## config.mk

```make
export PLATFORM = sky130hd
export DESIGN_NAME = bfs_ctrl
export DESIGN_NICKNAME = d
export VERILOG_FILES = /design/src/design/bfs_pkg.sv /design/src/design/bfs_ctrl.sv
export SDC_FILE = /design/constraint.sdc
export NUM_CORES = 1
export LEC_CHECK = 0
export BUFFER_PORTS_ARGS = -buffer_cell sky130_fd_sc_hd__buf_2
export CAP_MARGIN = 20
export CORE_MARGIN = 2
export CORE_UTILIZATION = 45
export CTS_BUF_LIST = sky130_fd_sc_hd__clkbuf_8
export DETAILED_ROUTE_END_ITERATION = 12
export GPL_TIMING_DRIVEN = 0
export PLACE_DENSITY = 0.78
export SLEW_MARGIN = 30
export SYNTH_ARGS = -nofsm -noshare
export SYNTH_HDL_FRONTEND = slang
export SYNTH_SLANG_ARGS = --single-unit
```

## constraint.sdc

```tcl
create_clock -name clk -period 1.81 [get_ports clk]
set_clock_uncertainty 0.1 [all_clocks]
set_input_delay 0.2715 -clock clk [delete_from_list [all_inputs] [get_ports clk]]
set_output_delay 0.2715 -clock clk [all_outputs]
set_load 0.01 [all_outputs]
```

## src/design/bfs_pkg.sv

```systemverilog
// Shared types, constants and codes for the breadth-first graph walk engine.
`timescale 1ns / 1ps
package bfs_pkg;

    localparam int MAX_NODES  = 1024;
    localparam int MAX_EDGES  = 4096;
    localparam int NODE_W     = $clog2(MAX_NODES);
    localparam int EDGE_W     = $clog2(MAX_EDGES);
    localparam int LINK_W     = 13;
    localparam int COUNT_W    = 11;
    localparam int DIST_W     = 10;
    localparam int OP_W       = 3;
    localparam int STATUS_W   = 2;
    localparam int HOP_W      = EDGE_W + 1;
    localparam logic [LINK_W-1:0] NO_EDGE = LINK_W'(4096);

    typedef enum logic [OP_W-1:0] {
        OP_WR_NODE = 3'd0,
        OP_WR_EDGE = 3'd1,
        OP_RUN     = 3'd2,
        OP_QUERY   = 3'd3,
        OP_COMP    = 3'd4
    } op_t;

    typedef enum logic [STATUS_W-1:0] {
        ST_OK      = 2'd0,
        ST_RANGE   = 2'd1,
        ST_OVERRUN = 2'd2
    } status_t;

    typedef enum logic [2:0] {
        RES_ZERO,
        RES_RANGE,
        RES_OVERRUN,
        RES_RUN,
        RES_COMP,
        RES_QUERY
    } res_kind_t;

    typedef enum logic [3:0] {
        S_IDLE,
        S_CLEAR,
        S_WINIT,
        S_POP,
        S_FE_WAIT,
        S_CHAIN_LD,
        S_CHAIN,
        S_EDGE_MARK,
        S_VISIT,
        S_COMP_NEXT,
        S_COMP_WAIT,
        S_QUERY_WAIT,
        S_FINISH
    } state_t;

    // Commands from the controller to the datapath.
    typedef struct packed {
        logic      comp;
        logic      cap;
        logic      wr_fe;
        logic      wr_edge;
        logic      clr_start;
        logic      clr_step;
        logic      set_vis_valid;
        logic      walk_init;
        logic      pop;
        logic      chain_ld;
        logic      edge_rd;
        logic      mark_rd;
        logic      visit;
        logic      comp_init;
        logic      comp_rd;
        logic      comp_hit;
        logic      comp_inc;
        logic      query_rd;
        logic      out_load;
        res_kind_t res_kind;
    } bfs_cmd_t;

    // Status from the datapath to the controller.
    typedef struct packed {
        logic in_range;
        logic clr_done;
        logic q_empty;
        logic link_end;
        logic hop_over;
        logic comp_end;
        logic mark_set;
        logic out_free;
    } bfs_stat_t;

endpackage

```

## src/design/bfs_ctrl.sv

```systemverilog
// Sequencing state machine for loads, searches, queries and component counts.
`timescale 1ns / 1ps
module bfs_ctrl (
    input  logic               clk,
    input  logic               rst_n,
    input  logic               in_valid,
    input  logic [2:0]         in_op,
    output logic               in_ready,
    input  bfs_pkg::bfs_stat_t stat,
    output bfs_pkg::bfs_cmd_t  cmd
);
    import bfs_pkg::*;

    state_t    state_reg, state_next;
    logic      comp_reg, comp_next;
    res_kind_t kind_reg, kind_next;

    // State registers.
    always_ff @(posedge clk or negedge rst_n)
    begin
        if (!rst_n)
        begin
            state_reg <= S_IDLE;
            comp_reg  <= 1'b0;
            kind_reg  <= RES_ZERO;
        end
        else
        begin
            state_reg <= state_next;
            comp_reg  <= comp_next;
            kind_reg  <= kind_next;
        end
    end

    // Next state and commands.
    always_comb
    begin
        state_next   = state_reg;
        comp_next    = comp_reg;
        kind_next    = kind_reg;
        cmd          = '0;
        cmd.comp     = comp_reg;
        cmd.res_kind = kind_reg;
        in_ready     = (state_reg == S_IDLE) && stat.out_free;
        unique case (state_reg)
            S_IDLE:
            begin
                if (in_valid && in_ready)
                begin
                    cmd.cap = 1'b1;
                    case (in_op)
                        OP_WR_NODE:
                        begin
                            cmd.wr_fe    = 1'b1;
                            cmd.out_load = 1'b1;
                            cmd.res_kind = RES_ZERO;
                        end
                        OP_WR_EDGE:
                        begin
                            cmd.wr_edge  = 1'b1;
                            cmd.out_load = 1'b1;
                            cmd.res_kind = RES_ZERO;
                        end
                        OP_RUN:
                        begin
                            if (stat.in_range)
                            begin
                                cmd.clr_start = 1'b1;
                                comp_next     = 1'b0;
                                state_next    = S_CLEAR;
                            end
                            else
                            begin
                                cmd.out_load = 1'b1;
                                cmd.res_kind = RES_RANGE;
                            end
                        end
                        OP_QUERY:
                        begin
                            if (stat.in_range)
                            begin
                                cmd.query_rd = 1'b1;
                                state_next   = S_QUERY_WAIT;
                            end
                            else
                            begin
                                cmd.out_load = 1'b1;
                                cmd.res_kind = RES_RANGE;
                            end
                        end
                        OP_COMP:
                        begin
                            cmd.clr_start = 1'b1;
                            comp_next     = 1'b1;
                            state_next    = S_CLEAR;
                        end
                        default:
                        begin
                            cmd.out_load = 1'b1;
                            cmd.res_kind = RES_ZERO;
                        end
                    endcase
                end
            end
            S_CLEAR:
            begin
                cmd.clr_step = 1'b1;
                if (stat.clr_done)
                begin
                    if (comp_reg)
                    begin
                        cmd.comp_init = 1'b1;
                        state_next    = S_COMP_NEXT;
                    end
                    else
                    begin
                        cmd.set_vis_valid = 1'b1;
                        state_next        = S_WINIT;
                    end
                end
            end
            S_WINIT:
            begin
                cmd.walk_init = 1'b1;
                state_next    = S_POP;
            end
            S_POP:
            begin
                if (stat.q_empty)
                begin
                    if (comp_reg)
                    begin
                        cmd.comp_inc = 1'b1;
                        state_next   = S_COMP_NEXT;
                    end
                    else
                    begin
                        kind_next  = RES_RUN;
                        state_next = S_FINISH;
                    end
                end
                else
                begin
                    cmd.pop    = 1'b1;
                    state_next = S_FE_WAIT;
                end
            end
            S_FE_WAIT:
            begin
                state_next = S_CHAIN_LD;
            end
            S_CHAIN_LD:
            begin
                cmd.chain_ld = 1'b1;
                state_next   = S_CHAIN;
            end
            S_CHAIN:
            begin
                if (stat.link_end)
                begin
                    state_next = S_POP;
                end
                else if (stat.hop_over)
                begin
                    kind_next  = RES_OVERRUN;
                    state_next = S_FINISH;
                end
                else
                begin
                    cmd.edge_rd = 1'b1;
                    state_next  = S_EDGE_MARK;
                end
            end
            S_EDGE_MARK:
            begin
                cmd.mark_rd = 1'b1;
                state_next  = S_VISIT;
            end
            S_VISIT:
            begin
                cmd.visit  = 1'b1;
                state_next = S_CHAIN;
            end
            S_COMP_NEXT:
            begin
                if (stat.comp_end)
                begin
                    kind_next  = RES_COMP;
                    state_next = S_FINISH;
                end
                else
                begin
                    cmd.comp_rd = 1'b1;
                    state_next  = S_COMP_WAIT;
                end
            end
            S_COMP_WAIT:
            begin
                if (stat.mark_set)
                begin
                    cmd.comp_inc = 1'b1;
                    state_next   = S_COMP_NEXT;
                end
                else
                begin
                    cmd.comp_hit  = 1'b1;
                    cmd.walk_init = 1'b1;
                    state_next    = S_POP;
                end
            end
            S_QUERY_WAIT:
            begin
                // The mark and distance reads are valid only in this cycle, and the
                // result register was emptied when the query was accepted.
                cmd.out_load = 1'b1;
                cmd.res_kind = RES_QUERY;
                state_next   = S_IDLE;
            end
            S_FINISH:
            begin
                if (stat.out_free)
                begin
                    cmd.out_load = 1'b1;
                    state_next   = S_IDLE;
                end
            end
            default:
            begin
                state_next = S_IDLE;
            end
        endcase
    end

endmodule

```

==> results of run 1 <==
path summary, 6_finish.rpt:
kind                               from      endpoint  slack (ps)  cells past startpoint
min reg2reg                 kind_reg[2]   kind_reg[2]         420                      1
min                             stat[6]  state_reg[0]         250                      3
min in group asynchronous         rst_n   kind_reg[2]         370                      2
max reg2reg                state_reg[0]      comp_reg        -240                      6
max                        state_reg[0]        cmd[0]        -280                      5
max in group asynchronous         rst_n  state_reg[0]        1040                      2
cell usage after synthesis (all sizes together) (2+ instances only):
library cell | instances | area, µm²
inv | 11 | 41.3
nand2b | 6 | 37.5
o32ai | 2 | 17.5
nor4 | 3 | 33.8
nand3 | 3 | 15.0
nand2 | 13 | 48.8
o21ai | 5 | 25.0
a31oi | 4 | 25.0
a211oi | 2 | 15.0
dfrtp | 8 | 200
buf | 5 | 32.5
nor2 | 13 | 48.8
o21a | 2 | 15.0
clkbuf | 4 | 15.0
nor3 | 13 | 65.1
a21oi | 4 | 20.0
o211ai | 4 | 30.0
o31ai | 3 | 36.3
and3 | 2 | 12.5
per-layer routing:
metal  track usage [%]  up-vias  part of all wire, %
li1                  -      570                    -
met1              32.8      567                   41
met2              48.9       78                   48
met3              5.52       12                  8.9
met4              8.57        0                  2.1
met5                 0        -                    0
cell type report:
class / instances / area (µm²)
plain buffers: 8 / 56.3
fillers: 155 / 573
inverters: 11 / 41.3
flip-flops and latches: 8 / 204
well taps: 27 / 33.8
repair buffers: 46 / 268
clock buffers: 3 / 41.3
multi-input cells: 99 / 724
what timing repair did:
item	in CTS	in global routing
setup endpoints to repair	22	19
pin swaps	4	3
cloned	0	0
resized for setup	20	16
setup buffers	4	6
hold endpoints to repair	8	0
hold buffers	1	0
per-stage QoR:
step	hold slack, ps	utilization, %	TNS [ps]	instances
2_1_floorplan	-124	-	-21.6	127
3_3_place_gp	22.0	58.8	-1210	190
3_5_place_dp	27.7	58.8	-1320	190
4_1_cts	238	65.5	-2210	198
5_1_grt	268	70.5	-3730	202
6_report	252	70.5	-2450	202
cell families (layout without fill, tap and decap cells):
group	after synthesis	count (layout)	share of synthesized area, %
simple gates	63	63	37.7
compound gates	36	36	30.5
buf+inv	20	68	9.77
flops	8	8	22.0
cells in the final DEF (no fill, tap or decap), drive strengths merged, types with 2 or more instances in the layout:
cell type	instances
a211oi	2
a21oi	4
a31oi	4
and3	2
buf	49
clkbuf	7
dfrtp	8
inv	11
nand2	13
nand2b	6
nand3	3
nor2	13
nor3	13
nor4	3
o211ai	4
o21a	2
o21ai	5
o31ai	3
o32ai	2
power by group through the flow:
stage	Clock (mW)	Combinational [mW]	Sequential, mW
2_1_floorplan	0	0.736	0.299
3_3_place_gp	0	0.983	0.312
3_5_place_dp	0	0.997	0.317
4_1_cts	0.218	1.10	0.325
5_1_grt	0.231	1.42	0.347
6_report	0.219	1.30	0.341
critical path, stage by stage (launching register included):
cell and delay (ps):
dfrtp_2 480, nor4_4 300, and2b_2 280, a21oi_2 70, o311ai_2 190, buf_2 170
==> impl_metrics.json, run 1 <==
{
  "cts_tree": "built",
  "placed_area_mm2": 0.00114,
  "post-place-ws_ps": -292,
  "hold_class": "primary input to flop",
  "syn_area_per_cell_um2": 7.16,
  "vias": 1227,
  "synth_cell_types": 45,
  "clkLatencyLatePin_ps": 230,
  "syn-cell-area_um2": 910,
  "critPathCaptureType": "primary output",
  "antenna_found_initial": 0,
  "clock_sinks": 8,
  "p_comb_share_pct": 70.0,
  "grt_max_degree": 11,
  "critPathMaxFanout": 6,
  "syn_inst": 127,
  "grt_pass1_wl_mm": 5.19,
  "design_area_mm2": 0.00137,
  "grt_usage_pct": 27.4,
  "syn_to_final_growth_pct": 50.5,
  "wire_per_inst_um": 15.8,
  "power.internal_uw": 976,
  "initial_core_util_pct": 46.8,
  "drt-initial-drc-count": 55,
  "max_freq_mhz": 478,
  "ant_nets": 0,
  "clockRootBuffer": "clkbuf_8",
  "required_ps": 1440,
  "setup_viol": 14,
  "cap_violations": 0,
  "slew_violations": 0,
  "cts_made_buffers": 3,
  "gp_congestion": 0.941,
  "synth_edf_count": 0,
  "start_kind": "flop",
  "syn-num-nets": 141,
  "fin_crit_ps": 2090,
  "die_h_um": 49.0,
  "rows": 16,
  "num_io_pins": 37,
  "power_mw": 1.86,
  "fp.coreArea_mm2": 0.00194,
  "seqPwrFrac_pct": 18.3,
  "rsz0062_at_grt": "yes",
  "viasPerCell": 6.07,
  "dieArea_mm2": 0.00240,
  "period_share_pct": 116,
  "hold_violations": 0,
  "dp_hpwl_mm": 2.15,
  "overflow": 0,
  "antenna_cells": 0,
  "drive_gt1_share_pct": 46.9,
  "grt_pass1_vias": 1127,
  "worst_pin_slew_ps": 430,
  "violations": "setup timing",
  "port_buffers": 36,
  "synth_seq_area_share_pct": 22.0,
  "async_flop_share_pct": 100,
  "die_x_um": 49.0,
  "worst-setup-path-type": "flop to primary output",
  "synth_seq_cells": 8,
  "drc_errors": 0,
  "cts.path.max_buffers": 2,
  "synth_ff_type": "dfrtp_1",
  "ir_worst_vdd_mv": 0.814,
  "powerDensity_mw_per_mm2": 1360,
  "postRouteWirelength_mm": 3.20,
  "ys_warn_count": 0,
  "swShare_pct": 47.6,
  "critPathArrivalTime_ps": 1720,
  "dr.pass1.iters": 4,
  "p_leak_nw": 0.629,
  "relSlewSlack_pct": 71.0,
  "layout.nets": 191,
  "largest_reg_flops": 4,
  "clkPwrFrac_pct": 11.7,
  "power_switching_uw": 887,
  "cts_max_level": 1,
  "worst_slack_ps": -283,
  "status": "complete, but fails checks",
  "clk_pin_slew_ps": 40
}
Power figures use the tool's default switching activity.
==> run 2, diff against run 1 <==
==> constraint.sdc (replaced) <==
create_clock -name clk -period 1.81 [get_ports clk]
set_clock_uncertainty 0.1 [all_clocks]
set_input_delay 0.2715 -clock clk [delete_from_list [all_inputs] [get_ports clk]]
set_output_delay 0.2715 -clock clk [all_outputs]
set_load 0.1 [all_outputs]
==> run 2 against run 1 <==
  * The run now fails in clock tree synthesis (4_1_cts)
  * Synthesized cell count is the same
  * Area after synthesis unchanged
==> impl_metrics.json, run 2 <==
{
  "status": "did not finish",
  "stop_stage": "clock tree synthesis (4_1_cts)",
  "error": "[ERROR DPL-0038] Utilization greater than 100%, impossible to legalize",
  "clock_sinks": 8,
  "dp_hpwl_mm": 2.25,
  "die_h_um": 49.0,
  "synthTopCellsByCount": "13 x nand2_1, 13 x nor2_1, 13 x nor3_1",
  "syn-cell-area_um2": 910,
  "cts.path.max_buffers": 2,
  "cts_resized": 112,
  "post-cts-setup-buffers": 22,
  "ys_warn_count": 0,
  "synth_top_cell_by_area": "dfrtp_1",
  "syn_area_per_cell_um2": 7.16,
  "gp_congestion": 0.926,
  "yosys.area.top_type_share_pct": 22.0,
  "rows": 16,
  "port_buffers": 36,
  "synth_ff_type": "dfrtp_1",
  "ys_top_cells_by_area": "dfrtp_1 22%, nor3_1 7.2%, nand2_1 5.4%",
  "syn-num-nets": 141,
  "cts-hold-fix-buffers": 1,
  "cts_made_buffers": 3,
  "async_flop_share_pct": 100,
  "clockRootBuffer": "clkbuf_8",
  "num_io_pins": 37,
  "die_x_um": 49.0,
  "synth_seq_area_share_pct": 22.0,
  "cts_max_level": 1,
  "post-place-ws_ps": -520,
  "initial_core_util_pct": 46.8,
  "synth_seq_cells": 8,
  "synth_edf_count": 0,
  "syn_inst": 127,
  "synth_cell_types": 45
}
## run 2: cell counts after synthesis
No cell type changed its count.
## run 2: cells by family after synthesis
| family | count (synthesis) | share of synthesized area (%) |
|---|---|---|
| DFF | 8 | 22.0 |
| AOI/OAI and AO/OA | 36 | 30.5 |
| and+or+nand+nor | 63 | 37.7 |
| buffers and inverters | 20 | 9.77 |
## run 2: through the flow
stage	hold WS (ps)	cell area (µm²)	utilization, %	instances
after floorplan	-124	1160	-	127
after global placement	17.9	1370	70.6	190
after detailed placement	21.0	1370	70.6	190
==> run 3, diff against run 2 <==
--- a/config.mk
+++ b/config.mk
@@ -7,12 +7,11 @@
 export LEC_CHECK = 0
 export BUFFER_PORTS_ARGS = -buffer_cell sky130_fd_sc_hd__buf_2
 export CAP_MARGIN = 20
-export CORE_MARGIN = 2
-export CORE_UTILIZATION = 45
-export CTS_BUF_LIST = sky130_fd_sc_hd__clkbuf_8
+export CORE_AREA = 2 2 63 65
 export DETAILED_ROUTE_END_ITERATION = 12
+export DIE_AREA = 0 0 65 67
 export GPL_TIMING_DRIVEN = 0
-export PLACE_DENSITY = 0.78
+export PLACE_DENSITY_LB_ADDON = 0.15
 export SLEW_MARGIN = 30
 export SYNTH_ARGS = -nofsm -noshare
 export SYNTH_HDL_FRONTEND = slang
==> constraint.sdc (replaced) <==
create_clock -name clk -period 2.4 [get_ports clk]
set_clock_uncertainty 0.1 [all_clocks]
set_input_delay 0.36 -clock clk [delete_from_list [all_inputs] [get_ports clk]]
set_output_delay 0.36 -clock clk [all_outputs]
set_load 0.1 [all_outputs]
==> run 3 against run 2 <==
  * The flow now finishes, with violations (setup timing)
==> impl_metrics.json, run 3 (synthesized netlist as in run 1, its figures left out) <==
{
  "grt_usage_pct": 17.3,
  "power.internal_uw": 732,
  "r2r-end": "comp_reg",
  "swShare_pct": 60.9,
  "grt_pass1_wl_mm": 5.78,
  "place_inst": 211,
  "clock_sinks": 8,
  "startpoint": "state_reg[1]",
  "power_switching_mw": 1.14,
  "ant_nets": 0,
  "period_share_pct": 100,
  "dp_hpwl_mm": 2.56,
  "layout.nets": 188,
  "drc_errors": 0,
  "p_leak_nw": 0.646,
  "dieArea_mm2": 0.00436,
  "drive_gt1_share_pct": 50.0,
  "vias": 1153,
  "antenna_found_initial": 0,
  "clk_pin_slew_ps": 40,
  "layout.cells.non_filler": 220,
  "placed_area_mm2": 0.00133,
  "powerDensity_mw_per_mm2": 1240,
  "postRouteWirelength_mm": 3.32,
  "viasPerCell": 5.24,
  "initial_core_util_pct": 25.2,
  "fin_crit_ps": 2400,
  "fin_util_pct": 41.8,
  "worst_pin_slew_ps": 453,
  "seqPwrFrac_pct": 13.2,
  "fp.coreArea_mm2": 0.00361,
  "cts_made_buffers": 3,
  "largest_reg_flops": 4,
  "cap_violations": 0,
  "timing.rr.start": "state_reg[1]",
  "grt_pass1_vias": 1171,
  "r2r_slack_ps": 410,
  "port_buffers": 36,
  "status": "complete, but fails checks",
  "worst-setup-path-type": "flop to primary output",
  "wirelength_met1_mm": 1.41,
  "cts_tree": "built",
  "worst_slack_ps": -0.626,
  "critPathArrivalTime_ps": 1940,
  "slew_violations": 0,
  "top_layer": "met4",
  "max_freq_mhz": 417,
  "die_x_um": 65,
  "clockRootBuffer": "clkbuf_8",
  "critPathCaptureType": "primary output",
  "design_area_mm2": 0.00151,
  "ir_worst_vdd_mv": 0.788,
  "mostFrequentLayoutCells": "26 x buf_2, 12 x buf_4, 10 x inv_1",
  "cts_max_level": 1,
  "relSlewSlack_pct": 69.0,
  "num_io_pins": 37,
  "clkLatencyLatePin_ps": 230,
  "p_comb_share_pct": 78.4,
  "rr_worst_depth": 5,
  "drt-initial-drc-count": 51,
  "gp_congestion": 0.858,
  "wl_met3_um": 230,
  "route.met2.wl_mm": 1.61,
  "grt_max_degree": 11,
  "wire_per_inst_um": 15.1,
  "overflow": 0,
  "violations": "setup timing",
  "start_kind": "flop",
  "setup_viol": 1,
  "antenna_cells": 0,
  "final_common_cell": "buf_2",
  "clkPwrFrac_pct": 8.4,
  "hold_violations": 0,
  "rows": 22,
  "required_ps": 1940,
  "rsz0062_at_grt": "yes",
  "power_mw": 1.87,
  "dr.pass1.iters": 4,
  "cts.path.max_buffers": 2,
  "hold_class": "primary input to flop",
  "critPathMaxFanout": 4,
  "setup.worst_path.end": "cmd[0]",
  "syn_to_final_growth_pct": 65.6,
  "finalSetupTns_ps": -0.626,
  "die_h_um": 67
}
## run 3: repair_timing
action	in CTS	in global routing
hold buffers	1	0
setup endpoints to repair	9	15
setup buffers	6	0
gates resized for setup	21	11
cloned	0	0
hold endpoints to repair	8	0
pin swaps	2	2
## run 3: stage by stage
step / setup WS [ps] / hold WS (ps)
floorplan: -640 / -35.6
detailed placement: -36.6 / 117
global route: -71.0 / 352
global placement: -36.9 / 115
CTS: -64.3 / 349
finish: -0.626 / 354
## run 3: layout make-up
type	instances	area [µm²]
Inverter	11	41.3
Fill cell	389	2100
Timing Repair Buffer	43	303
Tap cell	48	60.1
Clock buffer	3	41.3
Buffer	8	57.6
Sequential cell	8	203
Multi-Input combinational cell	99	801
## run 3: worst min path at each step
stage,start,endpoint,slack (ps),cells past startpoint
5_1_grt,stat[0],state_reg[3],350,2
3_5_place_dp,rst_n,state_reg[2],120,1
2_1_floorplan,rst_n,comp_reg,-40,0
6_report,stat[0],state_reg[3],350,2
4_1_cts,stat[0],state_reg[3],350,2
3_3_place_gp,rst_n,state_reg[3],110,1
## run 3: per-layer routing
layer  GRT usage [%]  vias to the layer above
met5               0                        -
met4            7.18                        0
met3            3.89                        6
met2            27.6                       45
met1            22.4                      543
li1                -                      559
## run 3: power groups by stage
stage | logic, mW | registers (mW) | clock network (mW)
2_1_floorplan | 1.13 | 0.234 | 0
3_3_place_gp | 1.36 | 0.244 | 0
3_5_place_dp | 1.35 | 0.245 | 0
4_1_cts | 1.45 | 0.246 | 0.165
5_1_grt | 1.57 | 0.255 | 0.173
6_report | 1.47 | 0.248 | 0.157
## run 3: critical path: stages, from the launching register on
cell	delay [ps]
dfrtp_2	430
nor4_4	400
and2b_4	290
a21oi_4	70
o311ai_4	290
buf_12	220
